**src/rtl/core/lkvc_pkg.sv**
```systemverilog
// ----------------------------------------------------------------------------
// LRU key-value cache package
// Default sizes and configuration register constants shared by the cache files.
// ----------------------------------------------------------------------------
package lkvc_pkg;

  // Default number of entries and field widths.
  localparam int DEF_ENTRIES    = 16;
  localparam int DEF_KEY_BITS   = 32;
  localparam int DEF_VALUE_BITS = 32;

  // Capacity register: width and value after reset.
  localparam int              CAP_BITS  = 5;
  localparam logic [CAP_BITS-1:0] CAP_RESET = CAP_BITS'(16);

endpackage

```
**src/rtl/core/lkvc_req_if.sv**
```systemverilog
// ----------------------------------------------------------------------------
// LRU key-value cache request channel
// Valid/ready channel that carries one get or put transaction.
// ----------------------------------------------------------------------------
interface lkvc_req_if #(
  parameter int KEY_BITS   = lkvc_pkg::DEF_KEY_BITS,
  parameter int VALUE_BITS = lkvc_pkg::DEF_VALUE_BITS
);
  logic                         valid;
  logic                         ready;
  logic                         mode;
  logic signed [KEY_BITS-1:0]   lookup_key;
  logic signed [VALUE_BITS-1:0] write_value;

  modport source (output valid, mode, lookup_key, write_value, input ready);
  modport sink   (input valid, mode, lookup_key, write_value, output ready);
endinterface

```
**src/rtl/core/lkvc_rsp_if.sv**
```systemverilog
// ----------------------------------------------------------------------------
// LRU key-value cache response channel
// Valid/ready channel that carries the result of one transaction.
// ----------------------------------------------------------------------------
interface lkvc_rsp_if #(
  parameter int KEY_BITS   = lkvc_pkg::DEF_KEY_BITS,
  parameter int VALUE_BITS = lkvc_pkg::DEF_VALUE_BITS
);
  logic                         valid;
  logic                         ready;
  logic                         hit;
  logic signed [VALUE_BITS-1:0] read_value;
  logic                         evicted;
  logic signed [KEY_BITS-1:0]   evicted_key;

  modport source (output valid, hit, read_value, evicted, evicted_key, input ready);
  modport sink   (input valid, hit, read_value, evicted, evicted_key, output ready);
endinterface

```
**src/rtl/core/lkvc_ram.sv**
```systemverilog
// ----------------------------------------------------------------------------
// LRU key-value cache RAM
// Simple dual-port RAM, one write port and one read port with registered data.
// ----------------------------------------------------------------------------
module lkvc_ram #(
  parameter int  WIDTH     = 32,
  parameter int  DEPTH     = 16,
  localparam int ADDR_BITS = (DEPTH > 1) ? $clog2(DEPTH) : 1
) (
  input  logic                 clk,
  input  logic                 wr_en,
  input  logic [ADDR_BITS-1:0] wr_addr,
  input  logic [WIDTH-1:0]     wr_data,
  input  logic                 rd_en,
  input  logic [ADDR_BITS-1:0] rd_addr,
  output logic [WIDTH-1:0]     rd_data
);

  logic [WIDTH-1:0] mem [DEPTH];

  always_ff @(posedge clk) begin
    if (wr_en) begin
      mem[wr_addr] <= wr_data;
    end
    if (rd_en) begin
      rd_data <= mem[rd_addr];
    end
  end

endmodule

```
**src/rtl/core/lru_key_value_cache_top.sv**
```systemverilog
// ----------------------------------------------------------------------------
// LRU key-value cache
// Fully associative key-value store with least-recently-used replacement.
// ----------------------------------------------------------------------------
// Each request transaction is a get (mode 0) or a put (mode 1) of one key and
// gives exactly one response transaction. The cache works on one request at a
// time. A request is accepted whenever the sequencer is idle, even while the
// previous response still waits in the output register. The metadata RAM has
// a single read port: one sweep over all entries finds the key, the least
// recent entry and the first free slot, and for a get hit and any put that
// stores a second read-modify-write sweep ages the ranks. The capacity
// register is written through cfg_we/cfg_wdata; the user must write it only
// while no transaction is in flight, which the block itself does not enforce.
// Values of zero act as one and values above ENTRIES act as ENTRIES. Valid
// bits and the fill count are cleared by reset, so no clearing pass is needed.
// ----------------------------------------------------------------------------
module lru_key_value_cache_top #(
  parameter int ENTRIES    = lkvc_pkg::DEF_ENTRIES,
  parameter int KEY_BITS   = lkvc_pkg::DEF_KEY_BITS,
  parameter int VALUE_BITS = lkvc_pkg::DEF_VALUE_BITS
) (
  input  logic                          clk,
  input  logic                          rst_n,
  input  logic                          cfg_we,
  input  logic [lkvc_pkg::CAP_BITS-1:0] cfg_wdata,
  lkvc_req_if.sink                      in_req,
  lkvc_rsp_if.source                    out_rsp
);

  import lkvc_pkg::*;

  // Index, counter and metadata widths. The metadata word holds the recency
  // rank above the key.
  localparam int IDX_BITS  = $clog2(ENTRIES);
  localparam int CNT_BITS  = $clog2(ENTRIES + 1);
  localparam int RANK_BITS = IDX_BITS;
  localparam int META_BITS = RANK_BITS + KEY_BITS;
  localparam int CMP_BITS  = (CNT_BITS > CAP_BITS) ? CNT_BITS : CAP_BITS;

  // Sequencer states.
  localparam logic [2:0] ST_IDLE   = 3'd0;
  localparam logic [2:0] ST_SCAN   = 3'd1;
  localparam logic [2:0] ST_DECIDE = 3'd2;
  localparam logic [2:0] ST_UPDATE = 3'd3;
  localparam logic [2:0] ST_DONE   = 3'd4;

  // Control state.
  logic [2:0]          state_r, state_nxt;
  logic [ENTRIES-1:0]  valid_r, valid_nxt;
  logic [CNT_BITS-1:0] fill_r, fill_nxt;
  logic [CAP_BITS-1:0] cap_r, cap_nxt;
  logic [CNT_BITS-1:0] iss_cnt_r, iss_cnt_nxt;
  logic                pend_r, pend_nxt;
  logic                val_pend_r, val_pend_nxt;
  logic                out_valid_r, out_valid_nxt;

  // Request and search results.
  logic                  req_put_r, req_put_nxt;
  logic [KEY_BITS-1:0]   req_key_r, req_key_nxt;
  logic [VALUE_BITS-1:0] req_val_r, req_val_nxt;
  logic [IDX_BITS-1:0]   pend_idx_r, pend_idx_nxt;
  logic                  hit_r, hit_nxt;
  logic [IDX_BITS-1:0]   hit_slot_r, hit_slot_nxt;
  logic [RANK_BITS-1:0]  hit_rank_r, hit_rank_nxt;
  logic                  lru_found_r, lru_found_nxt;
  logic [IDX_BITS-1:0]   lru_slot_r, lru_slot_nxt;
  logic [RANK_BITS-1:0]  lru_rank_r, lru_rank_nxt;
  logic [KEY_BITS-1:0]   lru_key_r, lru_key_nxt;
  logic                  free_found_r, free_found_nxt;
  logic [IDX_BITS-1:0]   free_slot_r, free_slot_nxt;
  logic [IDX_BITS-1:0]   tgt_slot_r, tgt_slot_nxt;
  logic                  lim_all_r, lim_all_nxt;

  // Response being assembled, and the output register.
  logic                  res_hit_r, res_hit_nxt;
  logic [VALUE_BITS-1:0] res_rdval_r, res_rdval_nxt;
  logic                  res_ev_r, res_ev_nxt;
  logic [KEY_BITS-1:0]   res_evkey_r, res_evkey_nxt;
  logic                  out_hit_r, out_hit_nxt;
  logic [VALUE_BITS-1:0] out_rdval_r, out_rdval_nxt;
  logic                  out_ev_r, out_ev_nxt;
  logic [KEY_BITS-1:0]   out_evkey_r, out_evkey_nxt;

  // RAM ports.
  logic                  meta_wr_en, meta_rd_en;
  logic [IDX_BITS-1:0]   meta_wr_addr, meta_rd_addr;
  logic [META_BITS-1:0]  meta_wr_data, meta_rd_data;
  logic                  val_wr_en, val_rd_en;
  logic [IDX_BITS-1:0]   val_wr_addr, val_rd_addr;
  logic [VALUE_BITS-1:0] val_wr_data, val_rd_data;

  // Fields of the metadata word that arrives from the RAM.
  logic [RANK_BITS-1:0] rd_rank;
  logic [KEY_BITS-1:0]  rd_key;
  logic                 rd_valid;
  logic                 sweep_last;

  // Decision helpers.
  logic [CAP_BITS-1:0]  cap_sat;
  logic                 full;
  logic                 upd;
  logic [IDX_BITS-1:0]  slot_sel;

  assign rd_rank  = meta_rd_data[META_BITS-1:KEY_BITS];
  assign rd_key   = meta_rd_data[KEY_BITS-1:0];
  assign rd_valid = valid_r[pend_idx_r];

  // The last read of a sweep is being processed when every index has been
  // issued and one read is still in flight.
  assign sweep_last = (iss_cnt_r == CNT_BITS'(ENTRIES)) && pend_r;

  // Capacity saturation: zero acts as one, and the fill count can never pass
  // ENTRIES, so a capacity above it simply never triggers on its own.
  assign cap_sat = (cap_r == '0) ? CAP_BITS'(1) : cap_r;
  assign full    = (CMP_BITS'(fill_r) >= CMP_BITS'(cap_sat)) ||
                   (fill_r >= CNT_BITS'(ENTRIES));

  // Keys and recency ranks share one RAM; values live in a second one.
  lkvc_ram #(
    .WIDTH (META_BITS),
    .DEPTH (ENTRIES)
  ) u_meta_ram (
    .clk     (clk),
    .wr_en   (meta_wr_en),
    .wr_addr (meta_wr_addr),
    .wr_data (meta_wr_data),
    .rd_en   (meta_rd_en),
    .rd_addr (meta_rd_addr),
    .rd_data (meta_rd_data)
  );

  lkvc_ram #(
    .WIDTH (VALUE_BITS),
    .DEPTH (ENTRIES)
  ) u_value_ram (
    .clk     (clk),
    .wr_en   (val_wr_en),
    .wr_addr (val_wr_addr),
    .wr_data (val_wr_data),
    .rd_en   (val_rd_en),
    .rd_addr (val_rd_addr),
    .rd_data (val_rd_data)
  );

  always_comb begin
    state_nxt      = state_r;
    valid_nxt      = valid_r;
    fill_nxt       = fill_r;
    cap_nxt        = cfg_we ? cfg_wdata : cap_r;
    iss_cnt_nxt    = iss_cnt_r;
    pend_nxt       = 1'b0;
    val_pend_nxt   = val_pend_r;
    out_valid_nxt  = out_valid_r;
    req_put_nxt    = req_put_r;
    req_key_nxt    = req_key_r;
    req_val_nxt    = req_val_r;
    pend_idx_nxt   = pend_idx_r;
    hit_nxt        = hit_r;
    hit_slot_nxt   = hit_slot_r;
    hit_rank_nxt   = hit_rank_r;
    lru_found_nxt  = lru_found_r;
    lru_slot_nxt   = lru_slot_r;
    lru_rank_nxt   = lru_rank_r;
    lru_key_nxt    = lru_key_r;
    free_found_nxt = free_found_r;
    free_slot_nxt  = free_slot_r;
    tgt_slot_nxt   = tgt_slot_r;
    lim_all_nxt    = lim_all_r;
    res_hit_nxt    = res_hit_r;
    res_rdval_nxt  = res_rdval_r;
    res_ev_nxt     = res_ev_r;
    res_evkey_nxt  = res_evkey_r;
    out_hit_nxt    = out_hit_r;
    out_rdval_nxt  = out_rdval_r;
    out_ev_nxt     = out_ev_r;
    out_evkey_nxt  = out_evkey_r;

    meta_rd_en   = 1'b0;
    meta_rd_addr = iss_cnt_r[IDX_BITS-1:0];
    meta_wr_en   = 1'b0;
    meta_wr_addr = pend_idx_r;
    meta_wr_data = meta_rd_data;
    val_rd_en    = 1'b0;
    val_rd_addr  = hit_slot_r;
    val_wr_en    = 1'b0;
    val_wr_addr  = tgt_slot_r;
    val_wr_data  = req_val_r;
    upd          = 1'b0;
    slot_sel     = hit_slot_r;

    // The output register empties when the consumer takes the transaction.
    if (out_valid_r && out_rsp.ready) begin
      out_valid_nxt = 1'b0;
    end

    case (state_r)
      ST_IDLE: begin
        if (in_req.valid) begin
          req_put_nxt    = in_req.mode;
          req_key_nxt    = in_req.lookup_key;
          req_val_nxt    = in_req.write_value;
          iss_cnt_nxt    = '0;
          hit_nxt        = 1'b0;
          lru_found_nxt  = 1'b0;
          free_found_nxt = 1'b0;
          state_nxt      = ST_SCAN;
        end
      end

      ST_SCAN, ST_UPDATE: begin
        // Issue one metadata read per cycle until every entry has been read.
        if (iss_cnt_r != CNT_BITS'(ENTRIES)) begin
          meta_rd_en   = 1'b1;
          iss_cnt_nxt  = iss_cnt_r + CNT_BITS'(1);
          pend_nxt     = 1'b1;
          pend_idx_nxt = iss_cnt_r[IDX_BITS-1:0];
        end

        if (pend_r && (state_r == ST_SCAN)) begin
          // Search pass: first matching key, oldest valid entry, first hole.
          if (rd_valid && (rd_key == req_key_r) && !hit_r) begin
            hit_nxt      = 1'b1;
            hit_slot_nxt = pend_idx_r;
            hit_rank_nxt = rd_rank;
          end
          if (rd_valid && (!lru_found_r || (rd_rank > lru_rank_r))) begin
            lru_found_nxt = 1'b1;
            lru_slot_nxt  = pend_idx_r;
            lru_rank_nxt  = rd_rank;
            lru_key_nxt   = rd_key;
          end
          if (!rd_valid && !free_found_r) begin
            free_found_nxt = 1'b1;
            free_slot_nxt  = pend_idx_r;
          end
        end else if (pend_r) begin
          // Aging pass: the target becomes most recent, and every other valid
          // entry younger than the limit moves one step older.
          if (pend_idx_r == tgt_slot_r) begin
            meta_wr_en   = 1'b1;
            meta_wr_data = {RANK_BITS'(0), req_key_r};
          end else if (rd_valid && (lim_all_r || (rd_rank < hit_rank_r))) begin
            meta_wr_en   = 1'b1;
            meta_wr_data = {rd_rank + RANK_BITS'(1), rd_key};
          end
        end

        // The value read issued by a get hit returns during the aging pass.
        if (val_pend_r) begin
          res_rdval_nxt = val_rd_data;
          val_pend_nxt  = 1'b0;
        end

        if (sweep_last) begin
          state_nxt = (state_r == ST_SCAN) ? ST_DECIDE : ST_DONE;
        end
      end

      ST_DECIDE: begin
        res_hit_nxt   = hit_r;
        res_rdval_nxt = '1;
        res_ev_nxt    = 1'b0;
        res_evkey_nxt = '0;
        lim_all_nxt   = 1'b1;

        if (hit_r) begin
          // Hit: refresh the entry; a put overwrites its value.
          upd         = 1'b1;
          slot_sel    = hit_slot_r;
          lim_all_nxt = 1'b0;
          if (req_put_r) begin
            val_wr_en = 1'b1;
          end else begin
            val_rd_en    = 1'b1;
            val_pend_nxt = 1'b1;
          end
        end else if (req_put_r && full) begin
          // New key with the cache full: reuse the least recent slot. The
          // valid bit and the fill count stay as they are.
          upd           = 1'b1;
          slot_sel      = lru_slot_r;
          val_wr_en     = 1'b1;
          res_ev_nxt    = 1'b1;
          res_evkey_nxt = lru_key_r;
        end else if (req_put_r && free_found_r) begin
          // New key with room left: fill the first free slot.
          upd                 = 1'b1;
          slot_sel            = free_slot_r;
          val_wr_en           = 1'b1;
          valid_nxt[slot_sel] = 1'b1;
          fill_nxt            = fill_r + CNT_BITS'(1);
        end

        val_wr_addr  = slot_sel;
        val_rd_addr  = slot_sel;
        tgt_slot_nxt = slot_sel;
        iss_cnt_nxt  = '0;
        state_nxt    = upd ? ST_UPDATE : ST_DONE;
      end

      ST_DONE: begin
        if (!out_valid_r || out_rsp.ready) begin
          out_valid_nxt = 1'b1;
          out_hit_nxt   = res_hit_r;
          out_rdval_nxt = res_rdval_r;
          out_ev_nxt    = res_ev_r;
          out_evkey_nxt = res_evkey_r;
          state_nxt     = ST_IDLE;
        end
      end

      default: begin
        state_nxt = ST_IDLE;
      end
    endcase
  end

  // Control registers.
  always_ff @(posedge clk) begin
    if (!rst_n) begin
      state_r     <= ST_IDLE;
      valid_r     <= '0;
      fill_r      <= '0;
      cap_r       <= CAP_RESET;
      iss_cnt_r   <= '0;
      pend_r      <= 1'b0;
      val_pend_r  <= 1'b0;
      out_valid_r <= 1'b0;
    end else begin
      state_r     <= state_nxt;
      valid_r     <= valid_nxt;
      fill_r      <= fill_nxt;
      cap_r       <= cap_nxt;
      iss_cnt_r   <= iss_cnt_nxt;
      pend_r      <= pend_nxt;
      val_pend_r  <= val_pend_nxt;
      out_valid_r <= out_valid_nxt;
    end
  end

  // Payload registers carry no reset.
  always_ff @(posedge clk) begin
    req_put_r    <= req_put_nxt;
    req_key_r    <= req_key_nxt;
    req_val_r    <= req_val_nxt;
    pend_idx_r   <= pend_idx_nxt;
    hit_r        <= hit_nxt;
    hit_slot_r   <= hit_slot_nxt;
    hit_rank_r   <= hit_rank_nxt;
    lru_found_r  <= lru_found_nxt;
    lru_slot_r   <= lru_slot_nxt;
    lru_rank_r   <= lru_rank_nxt;
    lru_key_r    <= lru_key_nxt;
    free_found_r <= free_found_nxt;
    free_slot_r  <= free_slot_nxt;
    tgt_slot_r   <= tgt_slot_nxt;
    lim_all_r    <= lim_all_nxt;
    res_hit_r    <= res_hit_nxt;
    res_rdval_r  <= res_rdval_nxt;
    res_ev_r     <= res_ev_nxt;
    res_evkey_r  <= res_evkey_nxt;
    out_hit_r    <= out_hit_nxt;
    out_rdval_r  <= out_rdval_nxt;
    out_ev_r     <= out_ev_nxt;
    out_evkey_r  <= out_evkey_nxt;
  end

  // A new request transaction is taken whenever the sequencer is idle.
  assign in_req.ready        = (state_r == ST_IDLE);
  assign out_rsp.valid       = out_valid_r;
  assign out_rsp.hit         = out_hit_r;
  assign out_rsp.read_value  = out_rdval_r;
  assign out_rsp.evicted     = out_ev_r;
  assign out_rsp.evicted_key = out_evkey_r;

endmodule
```
**src/flat_wrapper.sv**
```systemverilog
// flat-port wrapper written by rule: the top's interface ports become plain ports
module lru_key_value_cache_top_flat import lkvc_pkg::*;
#(
  parameter int ENTRIES    = lkvc_pkg::DEF_ENTRIES,
  parameter int KEY_BITS   = lkvc_pkg::DEF_KEY_BITS,
  parameter int VALUE_BITS = lkvc_pkg::DEF_VALUE_BITS
)
  (clk, rst_n, cfg_we, cfg_wdata, in_req_valid, in_req_mode, in_req_lookup_key, in_req_write_value, in_req_ready, out_rsp_valid, out_rsp_hit, out_rsp_read_value, out_rsp_evicted, out_rsp_evicted_key, out_rsp_ready);
  lkvc_req_if #(.KEY_BITS(KEY_BITS), .VALUE_BITS(VALUE_BITS)) in_req_i ();
  lkvc_rsp_if #(.KEY_BITS(KEY_BITS), .VALUE_BITS(VALUE_BITS)) out_rsp_i ();
  input  logic clk;
  input  logic rst_n;
  input  logic cfg_we;
  input  logic [lkvc_pkg::CAP_BITS-1:0] cfg_wdata;
  input wire logic [$bits(in_req_i.valid)-1:0] in_req_valid;
  input wire logic [$bits(in_req_i.mode)-1:0] in_req_mode;
  input wire logic [$bits(in_req_i.lookup_key)-1:0] in_req_lookup_key;
  input wire logic [$bits(in_req_i.write_value)-1:0] in_req_write_value;
  output wire logic [$bits(in_req_i.ready)-1:0] in_req_ready;
  output wire logic [$bits(out_rsp_i.valid)-1:0] out_rsp_valid;
  output wire logic [$bits(out_rsp_i.hit)-1:0] out_rsp_hit;
  output wire logic [$bits(out_rsp_i.read_value)-1:0] out_rsp_read_value;
  output wire logic [$bits(out_rsp_i.evicted)-1:0] out_rsp_evicted;
  output wire logic [$bits(out_rsp_i.evicted_key)-1:0] out_rsp_evicted_key;
  input wire logic [$bits(out_rsp_i.ready)-1:0] out_rsp_ready;
  assign in_req_i.valid = in_req_valid;
  assign in_req_i.mode = in_req_mode;
  assign in_req_i.lookup_key = in_req_lookup_key;
  assign in_req_i.write_value = in_req_write_value;
  assign in_req_ready = in_req_i.ready;
  assign out_rsp_valid = out_rsp_i.valid;
  assign out_rsp_hit = out_rsp_i.hit;
  assign out_rsp_read_value = out_rsp_i.read_value;
  assign out_rsp_evicted = out_rsp_i.evicted;
  assign out_rsp_evicted_key = out_rsp_i.evicted_key;
  assign out_rsp_i.ready = out_rsp_ready;
  lru_key_value_cache_top #(.ENTRIES(ENTRIES), .KEY_BITS(KEY_BITS), .VALUE_BITS(VALUE_BITS)) u_core (.clk(clk), .rst_n(rst_n), .cfg_we(cfg_we), .cfg_wdata(cfg_wdata), .in_req(in_req_i), .out_rsp(out_rsp_i));
endmodule
```
**config.mk**
```make
export PLATFORM = sky130hd
export DESIGN_NAME = lru_key_value_cache_top_flat
export DESIGN_NICKNAME = d
export VERILOG_FILES = /design/src/rtl/core/lkvc_pkg.sv /design/src/rtl/core/lkvc_req_if.sv /design/src/rtl/core/lkvc_rsp_if.sv /design/src/rtl/core/lkvc_ram.sv /design/src/rtl/core/lru_key_value_cache_top.sv /design/src/flat_wrapper.sv
export SDC_FILE = /design/constraint.sdc
export NUM_CORES = 1
export LEC_CHECK = 0
export ABC_CLOCK_PERIOD_IN_PS = 14750
export BUFFER_PORTS_ARGS = -buffer_cell sky130_fd_sc_hd__buf_4
export CAP_MARGIN = 20
export CORE_AREA = 2 2 273 383
export DETAILED_ROUTE_END_ITERATION = 6
export DIE_AREA = 0 0 275 385
export PLACE_DENSITY = 0.79
export SETUP_SLACK_MARGIN = 0.3
export SKIP_CTS_REPAIR_TIMING = 1
export SYNTH_ARGS = -nofsm -noshare
export SYNTH_HDL_FRONTEND = slang
export SYNTH_SLANG_ARGS = --single-unit
```
**constraint.sdc**
```tcl
create_clock -name clk -period 14.75 [get_ports clk]
set_input_delay 2.95 -clock clk [delete_from_list [all_inputs] [get_ports clk]]
set_output_delay 2.95 -clock clk [all_outputs]
set_load 0.01 [all_outputs]
```
After elaboration in Yosys (flattened, before gate mapping)
Memories as Yosys holds them, arrays and structs flattened. A register that Yosys moved wholly into a read port is not among the register bits. Cells that the tools add are included.

$add $sub $neg: 3. Order comparisons: 7. Equality and inequality tests: 19. Multiplexer cells: 65. Bitwise gates (word level): 3. Reductions and logical operators: 41.

Operators with widths (count): two-way mux 36 bit (5); case mux 32 bit (2 select lines) (1); two-way mux 1 bit (37); equality test 32 bit (1); two-way mux 32 bit (1); two-way mux 4 bit (5); inequality test 2 x 1 -> 1 bit, second input constant (9); AND reduction 3 bit (6); bitwise OR 16 bit (1); AND reduction 4 bit (4); two-way mux 3 bit (5); two-way mux 5 bit (3); case mux 5 bit (3 select lines) (1); case mux 3 bit (4 select lines) (1); logical AND 1 bit (11); adder 5 x 1 -> 5 bit, second input constant (2); less-than comparator 4 x 5 -> 1 bit, second input constant (2); case mux 1 bit (2 select lines) (4); AND reduction 2 bit (4); equality test 3 x 2 -> 1 bit, second input constant (2); equality test 5 bit, second input constant (1); >= comparator 5 bit (1); >= comparator 5 bit, second input constant (1); logical NOT 1 bit (5); other kinds (18) (25).

Flip-flop bits (word level): 298. Memory bits (writable): 1088. Input bits: 75. Output and inout bits: 68. Word-level logic and storage cells: 171. Memories kept: 2.

Memory list: u_core.u_meta_ram.mem (words 16, bits a word 36, rd ports 1, clocked after Yosys merged registers in 1, write ports 1, RTL line lkvc_ram.sv:19) `logic [WIDTH-1:0] mem [DEPTH];`; u_core.u_value_ram.mem (words 16, bits a word 32, rd ports 1, clocked after Yosys merged registers in 1, write ports 1, RTL line lkvc_ram.sv:19).

Depth between registers and ports, before layout
Gate-level depths: netlist of the first run.

Depth in word-level cells: 10. Depth in mapped cells: 14. Depth with buffers taken out: 11.

Cells and area by module
From an unflattened synthesis of the first run, not the netlist that was laid out.

Cells, all modules: 2486. Area total of the unflattened synthesis: 54403.4 µm².

By module, submodules not included: lkvc_ram at u_core.u_meta_ram (instances 1, cells each 938, area each 22679.3 µm², sequential area each 18377.6 µm²); lkvc_ram at u_core.u_value_ram (instances 1, cells each 838, area each 20155.6 µm², sequential area each 16335.7 µm²); lru_key_value_cache_top (instances 1, cells each 710, area each 11568.6 µm², sequential area each 8538.2 µm²).

Least setup slack after synthesis of the first run
OpenSTA, ideal clock, no wires.

Path type: input-to-reg. From: input port out_rsp_ready. To: register u_core.out_ev_r (netlist: u_core.out_rsp.evicted), enable pin. Library setup time: 0.498 ns. Data arrival time: 5.952 ns. Data required time: 14.252 ns. Setup slack: 8.300 ns. Stages: 2. Path buffers: 0. Cell sequence: nor2b_1 > nor2b_1.

Cells in the longest elaborated chain, start to end: 2.

RTL lines: start, declared (RTL line flat_wrapper.sv:25) `input wire logic [$bits(out_rsp_i.ready)-1:0] out_rsp_ready;`; logical OR 1 bit (RTL line lru_key_value_cache_top.sv:302) `if (!out_valid_r || out_rsp.ready) begin`; AND reduction 2 bit (no source line); end signal, assigned (RTL line lru_key_value_cache_top.sv:364) `out_ev_r <= out_ev_nxt;`; end, declared (RTL line lru_key_value_cache_top.sv:81) `logic out_ev_r, out_ev_nxt;`.

No other way between the ends. A chain may end at the register's enable or synchronous reset.

Worst setup path in the final report of the first run
From: register u_core.state_r[0]. To: register u_core.u_value_ram.rd_data[12], read port of u_core.u_value_ram.mem, data pin.

Cells in the longest elaborated chain, start to end: 2. Elaborated cells on any way between the ends: 3. Classes of those cells: 1 x eq/ne; 2 x mux.

RTL lines: start, declared (RTL line lru_key_value_cache_top.sv:48) `logic [2:0] state_r, state_nxt;`; start signal, assigned (RTL line lru_key_value_cache_top.sv:330) `state_r <= state_nxt;`; equality test 3 x 2 -> 1 bit * (RTL line lru_key_value_cache_top.sv:196) `case (state_r)`; two-way mux 4 bit / two-way mux 1 bit (equally long branches) (RTL line lru_key_value_cache_top.sv:196); end, declared (RTL line lkvc_ram.sv:16) `output logic [WIDTH-1:0] rd_data`.

Every way passes the cells marked *; elsewhere a longest branch is shown, timed or not.

==> results of run 1 <==
## final cells by class
type / instances / share of cell area
Timing Repair Buffer: 205 / 0.0258
Clock buffer: 160 / 0.0563
Tap cell: 1339 / 0.0265
Multi-Input combinational cell: 1225 / 0.192
Sequential cell: 1454 / 0.684
Antenna cell: 1 / 0.0000396
Clock inverter: 82 / 0.0134
Inverter: 23 / 0.00137
## synth_stat cells, drive strengths merged (23+ instances only)
| cell type | count |
|---|---|
| edfxtp | 1413 |
| mux4 | 185 |
| mux2 | 161 |
| clkbuf | 124 |
| o21ai | 113 |
| a21oi | 111 |
| o211ai | 101 |
| a211oi | 98 |
| mux2i | 70 |
| nor2 | 57 |
| buf | 48 |
| nand2b | 45 |
| and2 | 42 |
| dfxtp | 41 |
| nand2 | 37 |
| xnor2 | 34 |
| o2111ai | 32 |
| inv | 23 |
## power groups by stage
stage / Sequential [mW] / Combinational, mW / Clock, mW
floorplan: 4.80 / 0.292 / 0
global placement: 4.83 / 0.415 / 0
detailed placement: 4.84 / 0.435 / 0
CTS: 4.75 / 0.441 / 3.49
global route: 4.76 / 0.470 / 3.65
finish: 4.76 / 0.442 / 3.46
## cells by family (layout without fill, tap and decap cells)
family                     Yosys count  after routing  share of synthesized area
DFF                               1454           1454                      0.773
AOI/OAI and AO/OA                  505            505                     0.0591
muxes                              416            416                      0.119
and+or+nand+nor                    251            251                     0.0236
buffers and inverters              195            470                     0.0149
xor gates and xnor gates            37             37                    0.00580
adders and majority gates           16             16                    0.00358
other                                0              1                          0
## how the worst min path moves through the flow
stage | from | endpoint | slack (ns) | cells after the start
after floorplan | u_core.res_ev_r | u_core.out_rsp.evicted | 0.40 | 0
after global placement | u_core.res_evkey_r[17] | u_core.out_rsp.evicted_key[17] | 0.40 | 0
after detailed placement | u_core.res_rdval_r[12] | u_core.out_rsp.read_value[12] | 0.40 | 0
after CTS | u_core.res_rdval_r[16] | u_core.out_rsp.read_value[16] | 0.41 | 0
after global routing | u_core.res_rdval_r[31] | u_core.out_rsp.read_value[31] | 0.42 | 0
final | u_core.res_rdval_r[16] | u_core.out_rsp.read_value[16] | 0.41 | 0
## worst max-delay path, cell delays in order (launching register included)
cell	delay [ns]
dfxtp_1	0.38
nor2_1	0.28
nand2_2	0.08
buf_4	0.36
inv_2	0.10
buf_4	0.60
nand2_2	0.23
nor2_1	0.36
o22a_4	0.79
buf_4	0.84
o21ai_0	0.26
o211ai_1	0.21
o2111ai_1	0.18
## per-layer routing
metal  GRT usage  up-vias  wire length (um)
met4       0.109       10              5520
met1       0.314    14912             46500
met3      0.0449      348             11700
li1            -    12055                 -
met2       0.437     1833             69000
met5           0        -                63
==> metrics.txt, run 1 <==
# TYPE chip_impl_metric gauge
chip_impl_info{name="min_path_type",value="reg -> reg"} 1
chip_impl_info{name="status",value="finished, final reports clean"} 1
chip_impl_info{name="regToRegEndpoint",value="u_core.u_value_ram.rd_data[12]"} 1
chip_impl_metric{name="first_global_vias",unit=""} 30050
chip_impl_metric{name="number_of_top_level_pins",unit=""} 143
chip_impl_metric{name="peakVddDrop",unit="mV"} 0.121
chip_impl_metric{name="row_count",unit=""} 139
chip_impl_metric{name="worst_pin_slew",unit="ns"} 1.16
chip_impl_info{name="regMostFlops",value="u_core.u_meta_ram.mem"} 1
chip_impl_metric{name="synth_enable_flop_cells",unit=""} 1413
chip_impl_metric{name="area_taken_by_multi_input_logic_gates",unit="um2"} 12200
chip_impl_metric{name="detailed_place_hpwl",unit="mm"} 66.4
chip_impl_metric{name="slew_headroom",unit=""} 0.225
chip_impl_metric{name="detail_route.vias_per_cell",unit=""} 6.50
chip_impl_metric{name="power.leakage",unit="nW"} 19.9
chip_impl_metric{name="number_of_library_cell_types_mapped_by_synthesis",unit=""} 62
chip_impl_metric{name="finalSetupViolCount",unit=""} 0
chip_impl_info{name="cts_tree",value="done"} 1
chip_impl_metric{name="die_w",unit="um"} 275
chip_impl_metric{name="layout.core_utilization",unit=""} 0.618
chip_impl_metric{name="grt_first_pass_wirelength",unit="mm"} 194
chip_impl_metric{name="finalNetCount",unit=""} 3136
chip_impl_metric{name="detailroute.via_count",unit=""} 29158
chip_impl_metric{name="power.share.switching",unit=""} 0.217
chip_impl_metric{name="place.gp.congestion",unit=""} 0.815
chip_impl_metric{name="sink_count_of_the_clock_tree",unit=""} 1454
chip_impl_info{name="worstSetupStartpointType",value="register"} 1
chip_impl_metric{name="final_critical_path_setup_slack",unit="ns"} 9.59
chip_impl_metric{name="antenna_left",unit=""} 0
chip_impl_metric{name="cp_max_fo",unit=""} 97
chip_impl_info{name="root_buffer_cell",value="clkbuf_16"} 1
chip_impl_info{name="postSynth.topFlopCell",value="edfxtp_1"} 1
chip_impl_info{name="top_regs",value="u_core.u_meta_ram.mem: 576 flops, u_core.u_value_ram.mem: 512 flops, u_core.u_meta_ram.rd_data: 36 flops"} 1
chip_impl_metric{name="numPlacedInstances",unit=""} 4242
chip_impl_metric{name="total_power",unit="mW"} 8.66
chip_impl_metric{name="cp_data_required_time",unit="ns"} 15.18
chip_impl_metric{name="post_dp_cell_area",unit="um2"} 58700
chip_impl_metric{name="largest_register_ffs",unit=""} 576
chip_impl_metric{name="worst_clock_skew",unit="ns"} 0.0288
chip_impl_metric{name="setup_total_negative_slack",unit="ns"} 0
chip_impl_metric{name="clock_slew_at_the_register_clock_pins_of_the_worst_setup_and_hold_paths",unit="ns"} 0.06
chip_impl_info{name="regToRegStartpoint",value="u_core.state_r[0]"} 1
chip_impl_info{name="worstSetupPathType",value="reg -> reg"} 1
chip_impl_metric{name="p_per_area",unit="nW/um2"} 137
chip_impl_metric{name="grt_max_degree",unit=""} 123
chip_impl_metric{name="clock_network_power_share",unit=""} 0.399
chip_impl_metric{name="synth_top_area_frac",unit=""} 0.759
chip_impl_metric{name="synth_nets",unit=""} 2965
chip_impl_metric{name="clk_latency",unit="ns"} 0.76
chip_impl_metric{name="drv.max_cap_violation_count",unit=""} 0
chip_impl_metric{name="total_standard_cell_area_after_synthesis",unit="um2"} 55900
chip_impl_metric{name="dp_slack",unit="ns"} 9.61
chip_impl_metric{name="synth_cells",unit=""} 2874
chip_impl_metric{name="regArea",unit="um2"} 43300
chip_impl_metric{name="h_tree_levels",unit=""} 4
chip_impl_metric{name="fp.dieH",unit="um"} 385
chip_impl_metric{name="regToRegSetupSlack",unit="ns"} 9.59
chip_impl_metric{name="hold_slack",unit="ns"} 0.412
chip_impl_metric{name="share_seq_of_total_power",unit=""} 0.550
chip_impl_metric{name="drtPass1Iterations",unit=""} 6
chip_impl_metric{name="part_of_the_cycle_the_worst_path_needs",unit=""} 0.350
chip_impl_metric{name="totalWireLength",unit="mm"} 133
chip_impl_metric{name="port-buffer-count",unit=""} 142
chip_impl_metric{name="ys.warnings.count",unit=""} 0
chip_impl_metric{name="gr-total-overflow",unit=""} 0
chip_impl_metric{name="fp.dieArea",unit="um2"} 106000
chip_impl_info{name="leading_cell_types_in_the_layout_fill_and_taps_excluded",value="edfxtp_1 (1413), buf_4 (200), mux4_2 (185), clkbuf_16 (139), mux2_2 (129)"} 1
chip_impl_metric{name="min_period",unit="ns"} 5.16
chip_impl_metric{name="detail_route.drc_violations",unit=""} 0
chip_impl_metric{name="internal_power",unit="mW"} 6.78
chip_impl_metric{name="fill_cells",unit=""} 6717
chip_impl_metric{name="routed_wire_length_per_instance",unit="um"} 29.6
chip_impl_info{name="netlist_top_cells_area",value="edfxtp_1 (76%), mux4_2 (7.5%), mux2_2 (2.6%), dfxtp_1 (1.5%), o211ai_1 (1.4%)"} 1
chip_impl_info{name="endpoint",value="u_core.u_value_ram.rd_data[12]"} 1
chip_impl_info{name="setup.worst_path.end_class",value="register"} 1
chip_impl_metric{name="antenna_found_initial",unit=""} 6
chip_impl_metric{name="drive_gt1_frac",unit=""} 0.246
chip_impl_info{name="mostFrequentLayoutCell",value="edfxtp_1"} 1
chip_impl_info{name="cp-startpoint",value="u_core.state_r[0]"} 1
chip_impl_metric{name="gr-usage-all-layers",unit=""} 0.253
chip_impl_metric{name="rr_worst_depth",unit=""} 12
chip_impl_metric{name="timing_max_transition_violations_final",unit=""} 0
chip_impl_metric{name="timing.fmax",unit="MHz"} 194
chip_impl_metric{name="cell_area_after_layout",unit="um2"} 63200
chip_impl_info{name="grt_setup_unrepaired",value="no"} 1
chip_impl_metric{name="numCtsBuffers",unit=""} 136
chip_impl_metric{name="async_reset_ff_frac",unit=""} 0
chip_impl_metric{name="design.core.area",unit="um2"} 102000
chip_impl_metric{name="final_hold_viol_count",unit=""} 0
chip_impl_metric{name="comb_power_share",unit=""} 0.051
chip_impl_metric{name="final_cells",unit=""} 4489
chip_impl_metric{name="synth-seq-cells",unit=""} 1454
chip_impl_metric{name="drtIter0Drc",unit=""} 3651
chip_impl_info{name="netlist.top_cell.by_area",value="edfxtp_1"} 1
chip_impl_metric{name="area.growth.synth_to_final",unit="%"} 13.1
chip_impl_metric{name="seq_area_frac_synth",unit=""} 0.773
chip_impl_metric{name="power_switching",unit="mW"} 1.88
chip_impl_metric{name="ctsLongestPathBuffers",unit=""} 3
chip_impl_metric{name="syn_area_per_cell",unit="um2"} 19.5
chip_impl_metric{name="floorplan.initialDensity",unit=""} 0.547
chip_impl_metric{name="timing.critical_path.arrival",unit="ns"} 5.59
No activity file was read; power rests on OpenSTA's default activity.
==> run 2: changes to the inputs <==
- ABC_CLOCK_PERIOD_IN_PS: 14750 -> 4600
- PLACE_DENSITY: 0.79 -> 0.82
- clock period: 14.75 -> 4.6 ns (I/O delays scaled with it)
==> run 2 against run 1 <==
Setup slack worse by 8.9 ns; critical path type unchanged; clock power grew to 3.1 times the previous value; sequential power grew to 3.2 times the previous value; sequential share of layout area is 0.24 points lower; critical path depth is 4 lower; largest cell class unchanged; register-to-register slack worse by 8.9 ns; sequential cell count stayed put; via count is 0.35% higher.
==> metrics.txt, run 2 (same netlist as run 1, synthesis figures left out) <==
# TYPE chip_impl_metric gauge
chip_impl_info{name="status",value="finished, final reports clean"} 1
chip_impl_metric{name="timing.critical_path.arrival",unit="ns"} 4.31
chip_impl_metric{name="row_count",unit=""} 139
chip_impl_metric{name="detailroute.via_count",unit=""} 29261
chip_impl_metric{name="largest_register_ffs",unit=""} 576
chip_impl_metric{name="post_dp_cell_area",unit="um2"} 59200
chip_impl_metric{name="drv.max_cap_violation_count",unit=""} 0
chip_impl_metric{name="comb_power_share",unit=""} 0.053
chip_impl_metric{name="clock_slew_at_the_register_clock_pins_of_the_worst_setup_and_hold_paths",unit="ns"} 0.07
chip_impl_metric{name="cp_max_fo",unit=""} 36
chip_impl_metric{name="drive_gt1_frac",unit=""} 0.249
chip_impl_metric{name="total_power",unit="mW"} 27.5
chip_impl_metric{name="gr-total-overflow",unit=""} 0
chip_impl_info{name="grt_setup_unrepaired",value="no"} 1
chip_impl_metric{name="first_global_vias",unit=""} 29758
chip_impl_metric{name="min_period",unit="ns"} 3.96
chip_impl_metric{name="cell_area_after_layout",unit="um2"} 63400
chip_impl_metric{name="fp.dieArea",unit="um2"} 106000
chip_impl_metric{name="worst_clock_skew",unit="ns"} 0.0309
chip_impl_metric{name="part_of_the_cycle_the_worst_path_needs",unit=""} 0.861
chip_impl_metric{name="num_antenna_cells",unit=""} 0
chip_impl_metric{name="finalSetupViolCount",unit=""} 0
chip_impl_metric{name="timing.fmax",unit="MHz"} 253
chip_impl_metric{name="hold_slack",unit="ns"} 0.351
chip_impl_info{name="regToRegEndpoint",value="u_core.u_meta_ram.mem[3][20]"} 1
chip_impl_metric{name="p_per_area",unit="nW/um2"} 434
chip_impl_metric{name="regToRegSetupSlack",unit="ns"} 0.64
chip_impl_metric{name="numCtsBuffers",unit=""} 134
chip_impl_info{name="min_from",value="in_req_lookup_key[23]"} 1
chip_impl_info{name="setup.worst_path.end_class",value="register"} 1
chip_impl_metric{name="power_switching",unit="mW"} 6.11
chip_impl_info{name="min_path_type",value="in -> reg"} 1
chip_impl_metric{name="finalNetCount",unit=""} 3152
chip_impl_info{name="regToRegStartpoint",value="u_core.meta_wr_addr[3]"} 1
chip_impl_info{name="leading_cell_types_in_the_layout_fill_and_taps_excluded",value="edfxtp_1 (1413), buf_4 (195), mux4_2 (185), clkbuf_16 (136), mux2_2 (129)"} 1
chip_impl_metric{name="worst_pin_slew",unit="ns"} 1.05
chip_impl_metric{name="clock_network_power_share",unit=""} 0.390
chip_impl_metric{name="antenna_found_initial",unit=""} 1
chip_impl_metric{name="layout.core_utilization",unit=""} 0.620
chip_impl_metric{name="die_w",unit="um"} 275
chip_impl_metric{name="internal_power",unit="mW"} 21.4
chip_impl_metric{name="clk_latency",unit="ns"} 0.75
chip_impl_info{name="cts_tree",value="done"} 1
chip_impl_metric{name="grt_max_degree",unit=""} 121
chip_impl_metric{name="cp_data_required_time",unit="ns"} 4.95
chip_impl_metric{name="design.core.area",unit="um2"} 102000
chip_impl_metric{name="ctsLongestPathBuffers",unit=""} 3
chip_impl_metric{name="drtPass1Iterations",unit=""} 7
chip_impl_metric{name="detail_route.drc_violations",unit=""} 0
chip_impl_metric{name="place.gp.congestion",unit=""} 0.874
chip_impl_metric{name="rr_worst_depth",unit=""} 8
chip_impl_metric{name="gr-usage-all-layers",unit=""} 0.257
chip_impl_metric{name="area.growth.synth_to_final",unit="%"} 13.5
chip_impl_metric{name="grt_first_pass_wirelength",unit="mm"} 196
chip_impl_metric{name="routed_wire_length_per_instance",unit="um"} 29.9
chip_impl_metric{name="final_hold_viol_count",unit=""} 0
chip_impl_metric{name="fill_cells",unit=""} 6708
chip_impl_metric{name="h_tree_levels",unit=""} 4
chip_impl_metric{name="antenna_left",unit=""} 0
chip_impl_metric{name="sink_count_of_the_clock_tree",unit=""} 1454
chip_impl_metric{name="peakVddDrop",unit="mV"} 0.435
chip_impl_metric{name="timing.hold.worst_path_depth",unit=""} 1
chip_impl_metric{name="number_of_top_level_pins",unit=""} 143
chip_impl_metric{name="timing_max_transition_violations_final",unit=""} 0
chip_impl_metric{name="detailed_place_hpwl",unit="mm"} 75.1
chip_impl_metric{name="power.leakage",unit="nW"} 19.9
chip_impl_info{name="regMostFlops",value="u_core.u_meta_ram.mem"} 1
chip_impl_metric{name="port-buffer-count",unit=""} 142
chip_impl_info{name="root_buffer_cell",value="clkbuf_16"} 1
chip_impl_metric{name="slew_headroom",unit=""} 0.302
chip_impl_info{name="min_to",value="u_core.req_key_r[23]"} 1
chip_impl_metric{name="floorplan.initialDensity",unit=""} 0.547
chip_impl_metric{name="power.share.switching",unit=""} 0.222
chip_impl_info{name="mostFrequentLayoutCell",value="edfxtp_1"} 1
chip_impl_metric{name="totalWireLength",unit="mm"} 135
chip_impl_metric{name="drtIter0Drc",unit=""} 3731
chip_impl_metric{name="detail_route.vias_per_cell",unit=""} 6.49
chip_impl_metric{name="fp.dieH",unit="um"} 385
chip_impl_info{name="top_regs",value="u_core.u_meta_ram.mem: 576 flops, u_core.u_value_ram.mem: 512 flops, u_core.u_meta_ram.rd_data: 36 flops"} 1
chip_impl_metric{name="setup_total_negative_slack",unit="ns"} 0
chip_impl_metric{name="share_seq_of_total_power",unit=""} 0.556
chip_impl_info{name="worstSetupPathType",value="reg -> reg"} 1
chip_impl_info{name="worstSetupStartpointType",value="register"} 1
run 2: changes by cell type in the layout (fill, tap and decap cells not counted), moves of 4 or more:
| cell | previous run | this run |
|---|---|---|
| buf_12 | 1 | 28 |
| buf_16 | 4 | 0 |
| buf_4 | 200 | 195 |
| bufinv_16 | 11 | 7 |
| clkinv_1 | 27 | 31 |
| clkinv_2 | 17 | 28 |
| clkinv_4 | 5 | 0 |
| clkinvlp_4 | 8 | 3 |
run 2: power by group through the flow:
| stage | combinational [mW] | sequential, mW | clock (mW) |
|---|---|---|---|
| floorplan | 0.939 | 15.4 | 0 |
| global placement | 1.40 | 15.6 | 0 |
| detailed placement | 1.44 | 15.6 | 0 |
| CTS | 1.47 | 15.3 | 10.9 |
| global route | 1.55 | 15.3 | 11.3 |
| finish | 1.46 | 15.3 | 10.7 |
run 2: worst max-delay path by stage:
stage / from / end
5_1_grt: u_core.meta_wr_addr[3] / u_core.u_meta_ram.mem[3][20]
3_5_place_dp: u_core.cap_r[4] / u_core.u_value_ram.mem[9][24]
3_3_place_gp: u_core.cap_r[3] / u_core.u_value_ram.mem[9][26]
6_report: u_core.meta_wr_addr[3] / u_core.u_meta_ram.mem[3][20]
2_1_floorplan: u_core.u_meta_ram.rd_data[33] / u_core.u_meta_ram.mem[2][0]
4_1_cts: u_core.cap_r[4] / u_core.u_value_ram.mem[10][29]
run 2: final cells by class:
cell class                 count  area [um2]  area share
sequential                  1454       43300       0.682
multi-input combinational   1225       12200       0.192
clock buffer                 159        3490      0.0550
timing repair buffer         223        2020      0.0319
tap                         1339        1680      0.0264
clock inverter                83         708      0.0112
inverter                      23        86.3     0.00136
run 2: layer usage:
layer,up-vias,global-route usage,part of all wire
li1,12091,-,-
met5,-,0,0
met1,14966,0.307,0.34
met4,0,0.123,0.049
met2,1838,0.451,0.53
met3,366,0.0445,0.081
run 2: through the flow:
stage	std cells	worst slack, ns
2_1_floorplan	2874	-0.251
3_3_place_gp	4262	0.766
3_5_place_dp	4262	0.716
4_1_cts	4504	0.675
5_1_grt	4506	0.384
6_report	4506	0.641
run 2: critical path: stages, from the launching register on:
cell,delay (ns)
edfxtp_1,0.63
inv_1,0.21
a222oi_1,0.37
nor4b_2,0.54
inv_1,0.09
a21oi_1,0.45
nand3_1,0.44
nor2_4,0.18
buf_4,0.63
